===== config.mk =====
export PLATFORM = sky130hd
export DESIGN_NAME = multi_client_heartbeat_watchdog
export DESIGN_NICKNAME = d
export VERILOG_FILES = /design/src/rtl/hbwd_pkg.sv /design/src/rtl/hbwd_front.sv /design/src/rtl/hbwd_res_fifo.sv /design/src/rtl/hbwd_back.sv /design/src/rtl/multi_client_heartbeat_watchdog.sv
export SDC_FILE = /design/constraint.sdc
export NUM_CORES = 1
export LEC_CHECK = 0
export BUFFER_PORTS_ARGS = -buffer_cell sky130_fd_sc_hd__buf_2
export CAP_MARGIN = 10
export CORE_MARGIN = 2
export CORE_UTILIZATION = 47
export CTS_BUF_LIST = sky130_fd_sc_hd__clkbuf_4 sky130_fd_sc_hd__clkbuf_8
export DETAILED_ROUTE_END_ITERATION = 6
export HOLD_SLACK_MARGIN = 0.06
export PLACE_DENSITY = 0.64
export SLEW_MARGIN = 25
export SYNTH_ARGS = -nofsm -noshare
export SYNTH_HDL_FRONTEND = slang
export SYNTH_SLANG_ARGS = --single-unit

===== constraint.sdc =====
create_clock -name clk -period 10.2 [get_ports clk]
set_input_delay 2.55 -clock clk [delete_from_list [all_inputs] [get_ports clk]]
set_output_delay 2.55 -clock clk [all_outputs]
set_load 0.05 [all_outputs]

===== src/rtl/hbwd_pkg.sv =====
//------------------------------------------------------------------------------
// Heartbeat watchdog package
// Shared types, command and event codes, and sizing constants.
//------------------------------------------------------------------------------
`default_nettype none

package hbwd_pkg;

	localparam int SLOTS_DEFAULT = 16;
	localparam int MAX_RESULTS   = 16;
	localparam int CNT_W         = $clog2(MAX_RESULTS + 1);
	localparam int ID_W          = 31;
	localparam int MS_W          = 16;
	localparam logic [MS_W-1:0] TIMEOUT_RESET = 16'd15000;

	localparam int QUEUE_DEPTH = 2;
	localparam int QPTR_W      = 1;
	localparam int QCNT_W      = 2;

	typedef enum logic [1:0] {
		CMD_ENABLE  = 2'd0,
		CMD_DISABLE = 2'd1,
		CMD_KICK    = 2'd2,
		CMD_TICK    = 2'd3
	} cmd_t;

	typedef enum logic [2:0] {
		KIND_OK       = 3'd0,
		KIND_IGNORED  = 3'd1,
		KIND_FULL     = 3'd2,
		KIND_NONE     = 3'd3,
		KIND_RECOVERY = 3'd4,
		KIND_ABNORMAL = 3'd5
	} kind_t;

	typedef struct packed {
		cmd_t             command;
		logic [ID_W-1:0]  client_id;
		logic [MS_W-1:0]  elapsed_ms;
	} item_t;

	typedef struct packed {
		logic [ID_W-1:0] client;
		kind_t           kind;
		logic            last;
	} result_t;

endpackage

`default_nettype wire


===== src/rtl/hbwd_front.sv =====
//------------------------------------------------------------------------------
// Heartbeat watchdog front end
// Accepts requests, decodes the command and queues them for the slot engine.
//------------------------------------------------------------------------------
`default_nettype none

module hbwd_front (
	input  wire logic                       clk,
	input  wire logic                       arst_n,
	input  wire logic                       push,
	output logic                            full,
	input  wire logic [1:0]                 command,
	input  wire logic [hbwd_pkg::ID_W-1:0]  client_id,
	input  wire logic [hbwd_pkg::MS_W-1:0]  elapsed_ms,
	output logic                            deq_valid,
	output hbwd_pkg::item_t                 deq_item,
	input  wire logic                       deq_pop
);

	hbwd_pkg::item_t                    mem_q [hbwd_pkg::QUEUE_DEPTH];
	logic [hbwd_pkg::QPTR_W-1:0]        wr_ptr_q;
	logic [hbwd_pkg::QPTR_W-1:0]        rd_ptr_q;
	logic [hbwd_pkg::QCNT_W-1:0]        cnt_q;
	logic                               do_wr;
	logic                               do_rd;
	hbwd_pkg::item_t                    wr_item;

	assign full      = (cnt_q == hbwd_pkg::QCNT_W'(hbwd_pkg::QUEUE_DEPTH));
	assign deq_valid = (cnt_q != '0);
	assign deq_item  = mem_q[rd_ptr_q];
	assign do_wr     = push && !full;
	assign do_rd     = deq_pop && deq_valid;

	always_comb begin
		wr_item.command    = hbwd_pkg::cmd_t'(command);
		wr_item.client_id  = client_id;
		wr_item.elapsed_ms = elapsed_ms;
	end

	always_ff @(posedge clk or negedge arst_n) begin
		if (!arst_n) begin
			wr_ptr_q <= '0;
			rd_ptr_q <= '0;
			cnt_q    <= '0;
		end else begin
			if (do_wr) begin
				wr_ptr_q <= wr_ptr_q + 1'b1;
			end
			if (do_rd) begin
				rd_ptr_q <= rd_ptr_q + 1'b1;
			end
			if (do_wr && !do_rd) begin
				cnt_q <= cnt_q + 1'b1;
			end else if (do_rd && !do_wr) begin
				cnt_q <= cnt_q - 1'b1;
			end
		end
	end

	always_ff @(posedge clk) begin
		if (do_wr) begin
			mem_q[wr_ptr_q] <= wr_item;
		end
	end

endmodule

`default_nettype wire


===== src/rtl/hbwd_res_fifo.sv =====
//------------------------------------------------------------------------------
// Heartbeat watchdog result queue
// Holds finished results until the consumer pops them.
//------------------------------------------------------------------------------
`default_nettype none

module hbwd_res_fifo (
	input  wire logic             clk,
	input  wire logic             arst_n,
	input  wire logic             wr_en,
	input  wire hbwd_pkg::result_t wr_res,
	output logic                  wr_full,
	output logic                  empty,
	input  wire logic             pop,
	output hbwd_pkg::result_t     rd_res
);

	hbwd_pkg::result_t                  mem_q [hbwd_pkg::QUEUE_DEPTH];
	logic [hbwd_pkg::QPTR_W-1:0]        wr_ptr_q;
	logic [hbwd_pkg::QPTR_W-1:0]        rd_ptr_q;
	logic [hbwd_pkg::QCNT_W-1:0]        cnt_q;
	logic                               do_wr;
	logic                               do_rd;

	assign wr_full = (cnt_q == hbwd_pkg::QCNT_W'(hbwd_pkg::QUEUE_DEPTH));
	assign empty   = (cnt_q == '0);
	assign rd_res  = mem_q[rd_ptr_q];
	assign do_wr   = wr_en && !wr_full;
	assign do_rd   = pop && !empty;

	always_ff @(posedge clk or negedge arst_n) begin
		if (!arst_n) begin
			wr_ptr_q <= '0;
			rd_ptr_q <= '0;
			cnt_q    <= '0;
		end else begin
			if (do_wr) begin
				wr_ptr_q <= wr_ptr_q + 1'b1;
			end
			if (do_rd) begin
				rd_ptr_q <= rd_ptr_q + 1'b1;
			end
			if (do_wr && !do_rd) begin
				cnt_q <= cnt_q + 1'b1;
			end else if (do_rd && !do_wr) begin
				cnt_q <= cnt_q - 1'b1;
			end
		end
	end

	always_ff @(posedge clk) begin
		if (do_wr) begin
			mem_q[wr_ptr_q] <= wr_res;
		end
	end

endmodule

`default_nettype wire


===== src/rtl/hbwd_back.sv =====
//------------------------------------------------------------------------------
// Heartbeat watchdog slot engine
// Walks slots one per cycle, unless results back up, to look up or age clients.
//------------------------------------------------------------------------------
`default_nettype none

module hbwd_back #(
	parameter int SLOTS = hbwd_pkg::SLOTS_DEFAULT
) (
	input  wire logic                       clk,
	input  wire logic                       arst_n,
	input  wire logic                       cfg_we,
	input  wire logic [hbwd_pkg::MS_W-1:0]  cfg_timeout,
	input  wire logic                       in_valid,
	input  wire hbwd_pkg::item_t            in_item,
	output logic                            in_pop,
	input  wire logic                       out_full,
	output logic                            out_push,
	output hbwd_pkg::result_t               out_res
);

	localparam int IDX_W = (SLOTS > 1) ? $clog2(SLOTS) : 1;
	localparam logic [IDX_W-1:0] LAST_IDX = IDX_W'(SLOTS - 1);

	typedef enum logic [2:0] {
		ST_IDLE,
		ST_FIND,
		ST_CMD,
		ST_TICK,
		ST_TICK_END
	} state_t;

	state_t                          state_q;
	logic [IDX_W-1:0]                idx_q;
	logic                            found_q;
	logic [IDX_W-1:0]                found_idx_q;
	logic                            free_q;
	logic [IDX_W-1:0]                free_idx_q;
	logic                            pend_q;
	hbwd_pkg::result_t               pend_res_q;
	logic [hbwd_pkg::CNT_W-1:0]      n_q;
	hbwd_pkg::item_t                 item_q;
	logic [hbwd_pkg::MS_W-1:0]       timeout_q;

	logic                            slot_valid_q   [SLOTS];
	logic [hbwd_pkg::ID_W-1:0]       slot_client_q  [SLOTS];
	logic [hbwd_pkg::MS_W-1:0]       slot_rem_q     [SLOTS];
	logic                            slot_kicked_q  [SLOTS];
	logic                            slot_alarm_q   [SLOTS];

	logic                            cur_valid;
	logic [hbwd_pkg::ID_W-1:0]       cur_client;
	logic [hbwd_pkg::MS_W-1:0]       cur_rem;
	logic                            cur_kicked;
	logic                            cur_alarm;
	logic                            hit;
	logic [hbwd_pkg::MS_W-1:0]       sat_rem;
	logic [hbwd_pkg::MS_W-1:0]       new_rem;
	logic                            ev_rec;
	logic                            ev_abn;
	logic                            new_alarm;
	logic                            record;
	logic                            tick_go;
	hbwd_pkg::kind_t                 ev_kind;
	hbwd_pkg::kind_t                 cmd_kind;
	logic                            cmd_done;

	assign cur_valid  = slot_valid_q[idx_q];
	assign cur_client = slot_client_q[idx_q];
	assign cur_rem    = slot_rem_q[idx_q];
	assign cur_kicked = slot_kicked_q[idx_q];
	assign cur_alarm  = slot_alarm_q[idx_q];
	assign hit        = cur_valid && (cur_client == item_q.client_id);

	always_comb begin
		sat_rem   = (cur_rem > item_q.elapsed_ms) ? (cur_rem - item_q.elapsed_ms) : '0;
		new_rem   = cur_kicked ? cur_rem : sat_rem;
		ev_rec    = cur_alarm && (new_rem != '0);
		ev_abn    = (new_rem == '0) && !cur_alarm;
		new_alarm = ev_rec ? 1'b0 : (ev_abn ? 1'b1 : cur_alarm);
		ev_kind   = ev_rec ? hbwd_pkg::KIND_RECOVERY : hbwd_pkg::KIND_ABNORMAL;
		record    = cur_valid && (ev_rec || ev_abn) &&
		            (n_q < hbwd_pkg::CNT_W'(hbwd_pkg::MAX_RESULTS));
		// stall the walk only when the pending event cannot be flushed
		tick_go   = !(record && pend_q && out_full);
	end

	always_comb begin
		unique case (item_q.command)
			hbwd_pkg::CMD_ENABLE: begin
				cmd_kind = found_q ? hbwd_pkg::KIND_IGNORED :
				           (free_q ? hbwd_pkg::KIND_OK : hbwd_pkg::KIND_FULL);
			end
			hbwd_pkg::CMD_DISABLE,
			hbwd_pkg::CMD_KICK: begin
				cmd_kind = found_q ? hbwd_pkg::KIND_OK : hbwd_pkg::KIND_IGNORED;
			end
			default: begin
				cmd_kind = hbwd_pkg::KIND_NONE;
			end
		endcase
	end

	assign cmd_done = (state_q == ST_CMD) && !out_full;
	assign in_pop   = (state_q == ST_IDLE) && in_valid;

	always_comb begin
		out_push = 1'b0;
		out_res  = pend_res_q;
		unique case (state_q)
			ST_CMD: begin
				out_push       = !out_full;
				out_res.client = item_q.client_id;
				out_res.kind   = cmd_kind;
				out_res.last   = 1'b1;
			end
			ST_TICK: begin
				out_push     = record && pend_q && !out_full;
				out_res.last = 1'b0;
			end
			ST_TICK_END: begin
				out_push = !out_full;
				if (pend_q) begin
					out_res.last = 1'b1;
				end else begin
					out_res.client = '0;
					out_res.kind   = hbwd_pkg::KIND_NONE;
					out_res.last   = 1'b1;
				end
			end
			default: begin
				out_push = 1'b0;
			end
		endcase
	end

	// control state, valid bits and the timeout register
	always_ff @(posedge clk or negedge arst_n) begin
		if (!arst_n) begin
			state_q   <= ST_IDLE;
			idx_q     <= '0;
			found_q   <= 1'b0;
			free_q    <= 1'b0;
			pend_q    <= 1'b0;
			n_q       <= '0;
			timeout_q <= hbwd_pkg::TIMEOUT_RESET;
			for (int i = 0; i < SLOTS; i++) begin
				slot_valid_q[i] <= 1'b0;
			end
		end else begin
			if (cfg_we) begin
				timeout_q <= cfg_timeout;
			end
			unique case (state_q)
				ST_IDLE: begin
					idx_q   <= '0;
					found_q <= 1'b0;
					free_q  <= 1'b0;
					pend_q  <= 1'b0;
					n_q     <= '0;
					if (in_valid) begin
						state_q <= (in_item.command == hbwd_pkg::CMD_TICK) ? ST_TICK : ST_FIND;
					end
				end
				ST_FIND: begin
					if (hit && !found_q) begin
						found_q <= 1'b1;
					end
					if (!cur_valid && !free_q) begin
						free_q <= 1'b1;
					end
					if (idx_q == LAST_IDX) begin
						state_q <= ST_CMD;
					end else begin
						idx_q <= idx_q + 1'b1;
					end
				end
				ST_CMD: begin
					if (cmd_done) begin
						if (item_q.command == hbwd_pkg::CMD_ENABLE && !found_q && free_q) begin
							slot_valid_q[free_idx_q] <= 1'b1;
						end
						if (item_q.command == hbwd_pkg::CMD_DISABLE && found_q) begin
							slot_valid_q[found_idx_q] <= 1'b0;
						end
						state_q <= ST_IDLE;
					end
				end
				ST_TICK: begin
					if (tick_go) begin
						if (record) begin
							pend_q <= 1'b1;
							n_q    <= n_q + 1'b1;
						end
						if (idx_q == LAST_IDX) begin
							state_q <= ST_TICK_END;
						end else begin
							idx_q <= idx_q + 1'b1;
						end
					end
				end
				ST_TICK_END: begin
					if (!out_full) begin
						state_q <= ST_IDLE;
					end
				end
				default: begin
					state_q <= ST_IDLE;
				end
			endcase
		end
	end

	// slot payload and walk bookkeeping
	always_ff @(posedge clk) begin
		if (in_pop) begin
			item_q <= in_item;
		end
		if (state_q == ST_FIND) begin
			if (hit && !found_q) begin
				found_idx_q <= idx_q;
			end
			if (!cur_valid && !free_q) begin
				free_idx_q <= idx_q;
			end
		end
		if (cmd_done) begin
			if (item_q.command == hbwd_pkg::CMD_ENABLE && !found_q && free_q) begin
				slot_client_q[free_idx_q] <= item_q.client_id;
				slot_rem_q[free_idx_q]    <= timeout_q;
				slot_kicked_q[free_idx_q] <= 1'b1;
				slot_alarm_q[free_idx_q]  <= 1'b0;
			end
			if (item_q.command == hbwd_pkg::CMD_KICK && found_q) begin
				slot_rem_q[found_idx_q]    <= timeout_q;
				slot_kicked_q[found_idx_q] <= 1'b1;
			end
		end
		if (state_q == ST_TICK && tick_go) begin
			if (cur_valid) begin
				slot_rem_q[idx_q]    <= new_rem;
				slot_kicked_q[idx_q] <= 1'b0;
				slot_alarm_q[idx_q]  <= new_alarm;
			end
			if (record) begin
				pend_res_q.client <= cur_client;
				pend_res_q.kind   <= ev_kind;
				pend_res_q.last   <= 1'b0;
			end
		end
	end

endmodule

`default_nettype wire


===== src/rtl/multi_client_heartbeat_watchdog.sv =====
//------------------------------------------------------------------------------
// Multi-client heartbeat watchdog
// Enable, disable and kick are dequeued, walk the slots one per cycle to look
// up the client, then commit once the result queue has room. A tick walks the
// slots one per cycle through the aging unit, stalling while results back up;
// one request is worked on at a time, so the next waits until this one ends.
// Reset (arst_n low) clears all slots, both queues and sets timeout to 15000.
//------------------------------------------------------------------------------
`default_nettype none

module multi_client_heartbeat_watchdog #(
	parameter int SLOTS = hbwd_pkg::SLOTS_DEFAULT
) (
	input  wire logic                       clk,
	input  wire logic                       arst_n,
	input  wire logic                       push,
	output logic                            full,
	input  wire logic [1:0]                 command,
	input  wire logic [hbwd_pkg::ID_W-1:0]  client_id,
	input  wire logic [hbwd_pkg::MS_W-1:0]  elapsed_ms,
	output logic                            empty,
	input  wire logic                       pop,
	output logic [hbwd_pkg::ID_W-1:0]       event_client,
	output logic [2:0]                      event_kind,
	output logic                            last_of_run,
	input  wire logic                       cfg_valid,
	output logic                            cfg_ready,
	input  wire logic [hbwd_pkg::MS_W-1:0]  cfg_data
);

	logic                 deq_valid;
	hbwd_pkg::item_t      deq_item;
	logic                 deq_pop;
	logic                 res_full;
	logic                 res_push;
	hbwd_pkg::result_t    res_in;
	hbwd_pkg::result_t    res_out;

	assign cfg_ready = 1'b1;

	hbwd_front u_front (
		.clk        (clk),
		.arst_n     (arst_n),
		.push       (push),
		.full       (full),
		.command    (command),
		.client_id  (client_id),
		.elapsed_ms (elapsed_ms),
		.deq_valid  (deq_valid),
		.deq_item   (deq_item),
		.deq_pop    (deq_pop)
	);

	hbwd_back #(
		.SLOTS (SLOTS)
	) u_back (
		.clk         (clk),
		.arst_n      (arst_n),
		.cfg_we      (cfg_valid && cfg_ready),
		.cfg_timeout (cfg_data),
		.in_valid    (deq_valid),
		.in_item     (deq_item),
		.in_pop      (deq_pop),
		.out_full    (res_full),
		.out_push    (res_push),
		.out_res     (res_in)
	);

	hbwd_res_fifo u_res_fifo (
		.clk     (clk),
		.arst_n  (arst_n),
		.wr_en   (res_push),
		.wr_res  (res_in),
		.wr_full (res_full),
		.empty   (empty),
		.pop     (pop),
		.rd_res  (res_out)
	);

	assign event_client = res_out.client;
	assign event_kind   = 3'(res_out.kind);
	assign last_of_run  = res_out.last;

endmodule

`default_nettype wire


* Yosys cells after proc, flatten, opt, wreduce, memory -nomap -nowiden
Memory sizes are Yosys's and may differ from the RTL's. Cells that the tools add are included.
Word-level totals: register bits 146, RAM bits 952, output and inout port bits 38, word-level logic and storage cells 230, memories 6
Operators by class: $add $sub $neg 11, order comparisons 7, equality and inequality tests 20, mux-type cells 77, bitwise operators 6, reduce and logical (&&, ||, !) cells 67
Memory list:
- u_back.slot_client_q | depth 16, width 31, rd ports 1, clocked after memory_dff 0, write ports 1, RTL line hbwd_back.sv:46 | logic [hbwd_pkg::ID_W-1:0] slot_client_q [SLOTS];
- u_back.slot_rem_q | depth 16, width 16, rd ports 1, clocked after memory_dff 0, write ports 1, RTL line hbwd_back.sv:47 | logic [hbwd_pkg::MS_W-1:0] slot_rem_q [SLOTS];
- u_front.mem_q | depth 2, width 49, rd ports 1, clocked after memory_dff 0, write ports 1, RTL line hbwd_front.sv:20 | hbwd_pkg::item_t mem_q [hbwd_pkg::QUEUE_DEPTH];
- u_res_fifo.mem_q | depth 2, width 35, rd ports 1, clocked after memory_dff 0, write ports 1, RTL line hbwd_res_fifo.sv:18 | hbwd_pkg::result_t mem_q [hbwd_pkg::QUEUE_DEPTH];
- u_back.slot_alarm_q | depth 16, width 1, rd ports 1, clocked after memory_dff 0, write ports 1, RTL line hbwd_back.sv:49 | logic slot_alarm_q [SLOTS];
- u_back.slot_kicked_q | depth 16, width 1, rd ports 1, clocked after memory_dff 0, write ports 1, RTL line hbwd_back.sv:48 | logic slot_kicked_q [SLOTS];
Operator list (number):
- 2-to-1 mux 16 bit | 8
- case mux 34 bit (2 select lines) | 1
- 2-to-1 mux 1 bit | 34
- 2-to-1 mux 34 bit | 1
- OR reduction 16 bit | 2
- == test 31 bit | 1
- 2-to-1 mux 4 bit | 7
- logical AND 1 bit | 27
- 2-to-1 mux 3 bit | 7
- AND 16 bit | 1
- > comparator 16 bit | 1
- logical NOT 16 bit | 1
- NOT 16 bit | 1
- OR 16 bit | 1
- nonzero test 16 bit | 1
- subtractor 16 bit | 1
- >= comparator 5 bit, second input constant | 3
- NOT 4 -> 5 bit | 3
- case mux 3 bit (5 select lines) | 1
- AND reduction 2 bit | 7
- logical NOT 1 bit | 12
- 2-to-1 mux 2 bit | 6
- case mux 4 bit (3 select lines) | 1
- less-than comparator 5 x 1 -> 1 bit, second input constant | 2
- other kinds (29) | 58

* Depth between registers and ports, before layout
An unclocked memory read counts as a cell.
depth in word-level cells 17, mapped depth 30, gate-level depth less buffers 23

* Cells and area by module
A second synthesis with hierarchy kept.
Unflattened totals: cells, all modules 2219, area total of the unflattened synthesis 44078.5 um^2
By module, submodules not included:
- hbwd_back | times used 1, cells an instance 1917, area each 37204.4 um^2, sequential area each 27400.0 um^2
- hbwd_front | times used 1, cells an instance 172, area each 3990.1 um^2, sequential area each 3042.9 um^2
- hbwd_res_fifo | times used 1, cells an instance 128, area each 2872.8 um^2, sequential area each 2202.1 um^2
- multi_client_heartbeat_watchdog | times used 1, cells an instance 2, area each 11.3 um^2, sequential area each 0.0 um^2

* Worst setup path before layout
No wires, ideal clock.
path kind reg-to-reg, start reg u_back.idx_q[0], end mem u_res_fifo.mem_q[0][0] in the netlist's numbering, enable pin, data arrival time 7.255 ns, path slack 2.474 ns, stages on the path, launching flop included 22, buffers on the path 7, period minus slack after synthesis 7.726 ns, path through dfrtp_1 buf_6 buf_6 buf_4 buf_4 buf_4 buf_2 mux4_2 a22oi_1 nand2_1 ha_1 and3_1 nand4_1 or2_1 a311oi_2 clkbuf_1 a22oi_1 nand4_1 ha_1 nor2_1 a31oi_1 nor3_1
Between the ends: word-level cells in the longest chain between the ends 15
Ends and longest elaborated chain:
- start, declared | RTL line hbwd_back.sv:34 | logic [IDX_W-1:0] idx_q;
- start signal, assigned | RTL line hbwd_back.sv:175 | idx_q <= idx_q + 1'b1;
- start signal, assigned | RTL line hbwd_back.sv:198 | idx_q <= idx_q + 1'b1;
- memory read (16 x 16 bit)
- subtractor 16 bit or > comparator 16 bit (tied branches) | RTL line hbwd_back.sv:76 | sat_rem = (cur_rem > item_q.elapsed_ms) ? (cur_rem - item_q.elapsed_ms) : '0;
- 2-to-1 mux 16 bit | RTL line hbwd_back.sv:76
- 2-to-1 mux 16 bit | RTL line hbwd_back.sv:77 | new_rem = cur_kicked ? cur_rem : sat_rem;
- nonzero test 16 bit or logical NOT 16 bit (tied branches) | RTL line hbwd_back.sv:78, hbwd_back.sv:79
- logical AND 1 bit, on equally long branches | RTL line hbwd_back.sv:78, hbwd_back.sv:79
- logical OR 1 bit | RTL line hbwd_back.sv:82 | record = cur_valid && (ev_rec || ev_abn) &&
- logical AND 1 bit (*) (2 in series) | RTL line hbwd_back.sv:82
- logical AND 1 bit (*) (2 in series) | RTL line hbwd_back.sv:118 | out_push = record && pend_q && !out_full;
- case mux 1 bit (2 select lines) (*) | RTL line hbwd_back.sv:110 | unique case (state_q)
- logical AND 1 bit (*) | RTL line hbwd_res_fifo.sv:28 | assign do_wr = wr_en && !wr_full;
- 2-to-1 mux 1 bit (*) | RTL line hbwd_res_fifo.sv:52 | if (do_wr) begin
- 2-to-1 mux 1 bit (not written as such) (*) | RTL line hbwd_res_fifo.sv:53 | mem_q[wr_ptr_q] <= wr_res;
- end, declared | RTL line hbwd_res_fifo.sv:18
Every way passes the cells marked *; elsewhere a longest branch is shown, timed or not. The select of a mux whose other input is x is not followed.

* Final worst setup path
start reg u_back.idx_q[0], end mem u_back.slot_rem_q[7][12] in the netlist's numbering, enable pin
Between the ends: word-level cells in the longest chain between the ends 17
Ends and longest elaborated chain:
- memory read (16 x 16 bit)
- subtractor 16 bit or > comparator 16 bit (tied branches) | RTL line hbwd_back.sv:76
- 2-to-1 mux 16 bit | RTL line hbwd_back.sv:76
- 2-to-1 mux 16 bit | RTL line hbwd_back.sv:77
- nonzero test 16 bit or logical NOT 16 bit (tied branches) | RTL line hbwd_back.sv:78, hbwd_back.sv:79
- logical AND 1 bit, on equally long branches | RTL line hbwd_back.sv:78, hbwd_back.sv:79
- logical OR 1 bit | RTL line hbwd_back.sv:82
- logical AND 1 bit (2 in series) | RTL line hbwd_back.sv:82
- logical AND 1 bit (2 in series) | RTL line hbwd_back.sv:85 | tick_go = !(record && pend_q && out_full);
- logical NOT 1 bit | RTL line hbwd_back.sv:85
- logical AND 1 bit | RTL line hbwd_back.sv:239 | if (state_q == ST_TICK && tick_go) begin
- 2-to-1 mux 1 bit | RTL line hbwd_back.sv:239
- 2-to-1 mux 1 bit (not written as such) | RTL line hbwd_back.sv:241 | slot_rem_q[idx_q] <= new_rem;
- OR reduction 16 bit (no line)
- 2-to-1 mux 4 bit (no line) or 2-to-1 mux 1 bit (tied branches)
- end, declared | RTL line hbwd_back.sv:47
Parallel ways exist; a longest one is shown, timed or not. The select of a mux whose other input is x is not followed.

==> qor.yml <==
worst_setup_path:
  critical_path.endpoint_type: "flop"
  start_kind: "flop"
  cp_top_family: "simple AND/OR/NAND/NOR gates"
  cp_slowest_stage_delay_ps: 1090
  crit_fanout: 55
  crit_type: "flop to flop"
  path_buf_inv: 2
  cp_slowest_cell: "dfrtp_4"
  required_ps: 10700
  path_cells: "mux4_2 > a221oi_1 > ha_1 > fa_1 > nand2b_1 > a21oi_1 > xor2_1 > a2111oi_0 > or3b_2 > o41ai_1 > and4_1 > nand4_1 > ha_1 > nor2_1 > and3_1 > nor3b_4 > inv_2 > nor2_1 > a31oi_1 > nand2_1 > nor2_1 > buf_4"
  critPathMostFrequentCell: "nor2_1"
  arrival_ps: 9090
  rrSetupSlack_ps: 1610
power:
  vdd_drop_max_v: 0.000151
  leakagePower_nw: 16.8
  powerDensity_mw_per_mm2: 269
synth:
  synthCells: 2447
  async_flop_share: 0.0502
  synth_edf_count: 1041
  yosysTopAreaCell: "edfxtp_1"
  mappedNetlistArea_mm2: 0.0443
  syn_nets: 2545
  synthFlopType: "edfxtp_1"
  synth_area_leaders: "edfxtp_1, mux4_2, mux2i_1"
  synth_seq_cells: 1096
  synth-seq-area-share: 0.737
  yosysUniqueCellTypes: 74
  ys_warn_count: 0
  synth.avg_cell_area_um2: 18.1
  synth_top_area_frac: 0.705
route:
  vias: 24300
  first_iter_violations: 2750
  ant_nets: 0
  firstDrtPassIters: 6
  routedWlPerCell_um: 26.0
  drc_errors: 0
  wirelength_um: 106000
  via_per_inst: 5.95
job:
  maxCapViolCount: 0
timing:
  fin_setup_tns_ps: 0
  setup_viol: 0
  fin_crit_sh: 0.842
  maxSlewHeadroom: 0.323
  min_period_ps: 8590
  worst_pin_slew_ps: 1020
  hold_viol: 0
  skew_ps: 47.8
  max_freq_mhz: 116
  slew_violations: 0
  rsz0062_at_grt: "false"
cells_and_area:
  multi_input_area_mm2: 0.0111
  fin_area_mm2: 0.0500
  drive_gt1_frac: 0.272
  fill_cells: 7472
  syn_to_final_growth_pct: 12.9
  register_area_mm2: 0.0327
  nets: 2779
clock_tree:
  htreeDepth: 4
  post_cts_buffers: 0
  path_clk_slew_ps: 70
  cts_tree: "done"
  cts-resized-gates: 0
  ctsRootBufferMaster: "clkbuf_8"
  cts_made_buffers: 172
  hold_buffers: 0
  clkLatencyLatePin_ps: 840
  cts_buffer_depth: 3
  cts_sinks: 1096
place:
  place_area_mm2: 0.0466
  place_congestion: 0.886
  hpwl_um: 60700
  numPortBuffers: 106
min_path:
  hp-class: "flop to flop"
global_route:
  grt_overflow: 0
  grt_pass1_vias: 24700
  grt_max_degree: 90
  grt_first_pass_wirelength_um: 157000
  track_usage: 0.218
  antenna_found_initial: 4
floorplanning:
  initial_utilization: 0.475
  die_y_um: 311
  die_area_mm2: 0.0968
  core_mm2: 0.0933
  fp.dieW_um: 311
  io_pins: 108
  placement_rows: 112
run_status:
  run_status: "finished clean"
-- report_power, final --
part           internal, mW  switching (mW)  total, mW
Clock                  1.98            1.68       3.66
Combinational          1.33            2.26       3.59
Sequential             5.72           0.470       6.19
Total                  9.03            4.41       13.4
-- synth_stat cells, types with 7 or more instances --
master and count:
o211a_1 8, dfstp_2 7, nor3_1 18, mux2i_1 143, nand4_1 9, buf_6 10
a21o_1 8, inv_1 42, xnor2_1 16, dfrtp_1 48, a211oi_1 12, a21oi_1 38
and3_1 24, ha_1 27, mux2_2 113, a2111oi_0 11, nor2b_1 11, nor2_1 123
nor4_1 9, a31oi_1 11, a221oi_1 77, o21ai_0 47, xor2_1 23, nand2_1 91
o21ai_1 8, o21a_1 9, mux4_2 134, buf_1 19, nand2b_1 15, buf_4 18
clkbuf_1 57, a22oi_1 63, edfxtp_1 1041, nand3_1 17, a22o_1 35, buf_2 18
-- state kept, by name, indices dropped and copies added, names as in the netlist, 2 cells and up --
signal and count:
u_back.found_idx_q 4, u_back.free_idx_q 4, u_back.idx_q 4, u_back.item_q 49, u_back.n_q 5, u_back.pend_res_q 32, u_back.slot_alarm_q 16, u_back.slot_client_q 496
u_back.slot_kicked_q 16, u_back.slot_rem_q 256, u_back.slot_valid_q 16, u_back.state_q 3, u_back.timeout_q 16, u_front.cnt_q 2, u_front.mem_q 98, u_res_fifo.cnt_q 2
u_res_fifo.mem_q 70
-- layout by cell type (no fill, tap or decap), types with 41 or more instances in the layout --
| cell type | count |
|---|---|
| edfxtp_1 | 1041 |
| clkbuf_8 | 181 |
| mux2i_1 | 143 |
| mux4_2 | 134 |
| mux2_2 | 113 |
| nor2_1 | 106 |
| buf_2 | 106 |
| nand2_1 | 91 |
| a221oi_1 | 77 |
| buf_4 | 74 |
| clkbuf_4 | 70 |
| a22oi_1 | 63 |
| o21ai_0 | 47 |
| dfrtp_1 | 43 |
| inv_1 | 41 |
-- layout make-up --
| class | instances | area share |
|---|---|---|
| Timing Repair Buffer | 182 | 0.0225 |
| Tap cell | 1254 | 0.0314 |
| Clock buffer | 251 | 0.0603 |
| Inverter | 44 | 0.00330 |
| Clock inverter | 65 | 0.00835 |
| Multi-Input combinational cell | 1185 | 0.221 |
| Sequential cell | 1096 | 0.653 |
| Antenna cell | 1 | 0.0000500 |
-- cell families after synthesis --
kind of cell | after synthesis | share of synthesized area
flip-flops | 1096 | 0.737
multiplexers | 390 | 0.129
AO/OA/AOI/OAI | 370 | 0.0621
AND/OR/NAND/NOR | 357 | 0.0386
buffers and inverters | 166 | 0.0178
XOR/XNOR | 39 | 0.00771
adder cells (fa/ha/maj) | 28 | 0.00807
other | 1 | 0.0000846
-- stage by stage --
stage	util	power [mW]	worst slack, ps	std cells	hold WS, ps
2_1_floorplan	-	8.68	2470	2447	451
3_3_place_gp	0.499	9.72	2040	3761	475
3_5_place_dp	0.499	9.84	1780	3761	498
4_1_cts	0.536	13.5	1660	4077	510
5_1_grt	0.536	14.0	1190	4078	523
6_report	0.536	13.4	1610	4078	513
-- final timing paths --
| kind | endpoint | cells after the start | start |
|---|---|---|---|
| worst max-delay path | u_back.slot_rem_q[7][12]$_DFFE_PP_ | 22 | u_back.idx_q[0]$_DFFE_PN0P_ |
| worst min-delay path | u_back.slot_valid_q[4]$_DFFE_PN0P_ | 1 | u_back.slot_valid_q[4]$_DFFE_PN0P_ |
| min in group asynchronous | u_res_fifo.cnt_q[0]$_DFFE_PN0P_ | 2 | arst_n |
| max in group asynchronous | u_back.idx_q[1]$_DFFE_PN0P_ | 2 | arst_n |
| worst min register to register | u_back.slot_valid_q[4]$_DFFE_PN0P_ | 1 | u_back.slot_valid_q[4]$_DFFE_PN0P_ |
| worst max register to register | u_back.slot_rem_q[7][12]$_DFFE_PP_ | 22 | u_back.idx_q[0]$_DFFE_PN0P_ |
-- per-layer routing --
layer / vias to the layer above / GRT usage / routed length (um)
met2: 1098 / 0.345 / 50300
li1: 10500 / - / -
met3: 192 / 0.0461 / 8730
met5: - / 0 / 0
met4: 0 / 0.0639 / 2240
met1: 12500 / 0.306 / 44700
-- worst reg2reg max path, stage by stage (launching register included) --
cell and delay, ps:
dfrtp_4 1090, mux4_2 670, a221oi_1 620, ha_1 350, fa_1 210, nand2b_1 170
a21oi_1 100, xor2_1 160, a2111oi_0 400, or3b_2 490, o41ai_1 280, and4_1 240
nand4_1 370, ha_1 450, nor2_1 180, and3_1 310, nor3b_4 80, inv_2 260
nor2_1 80, a31oi_1 570, nand2_1 200, nor2_1 640, buf_4 340
Power figures use the tool's default switching activity.
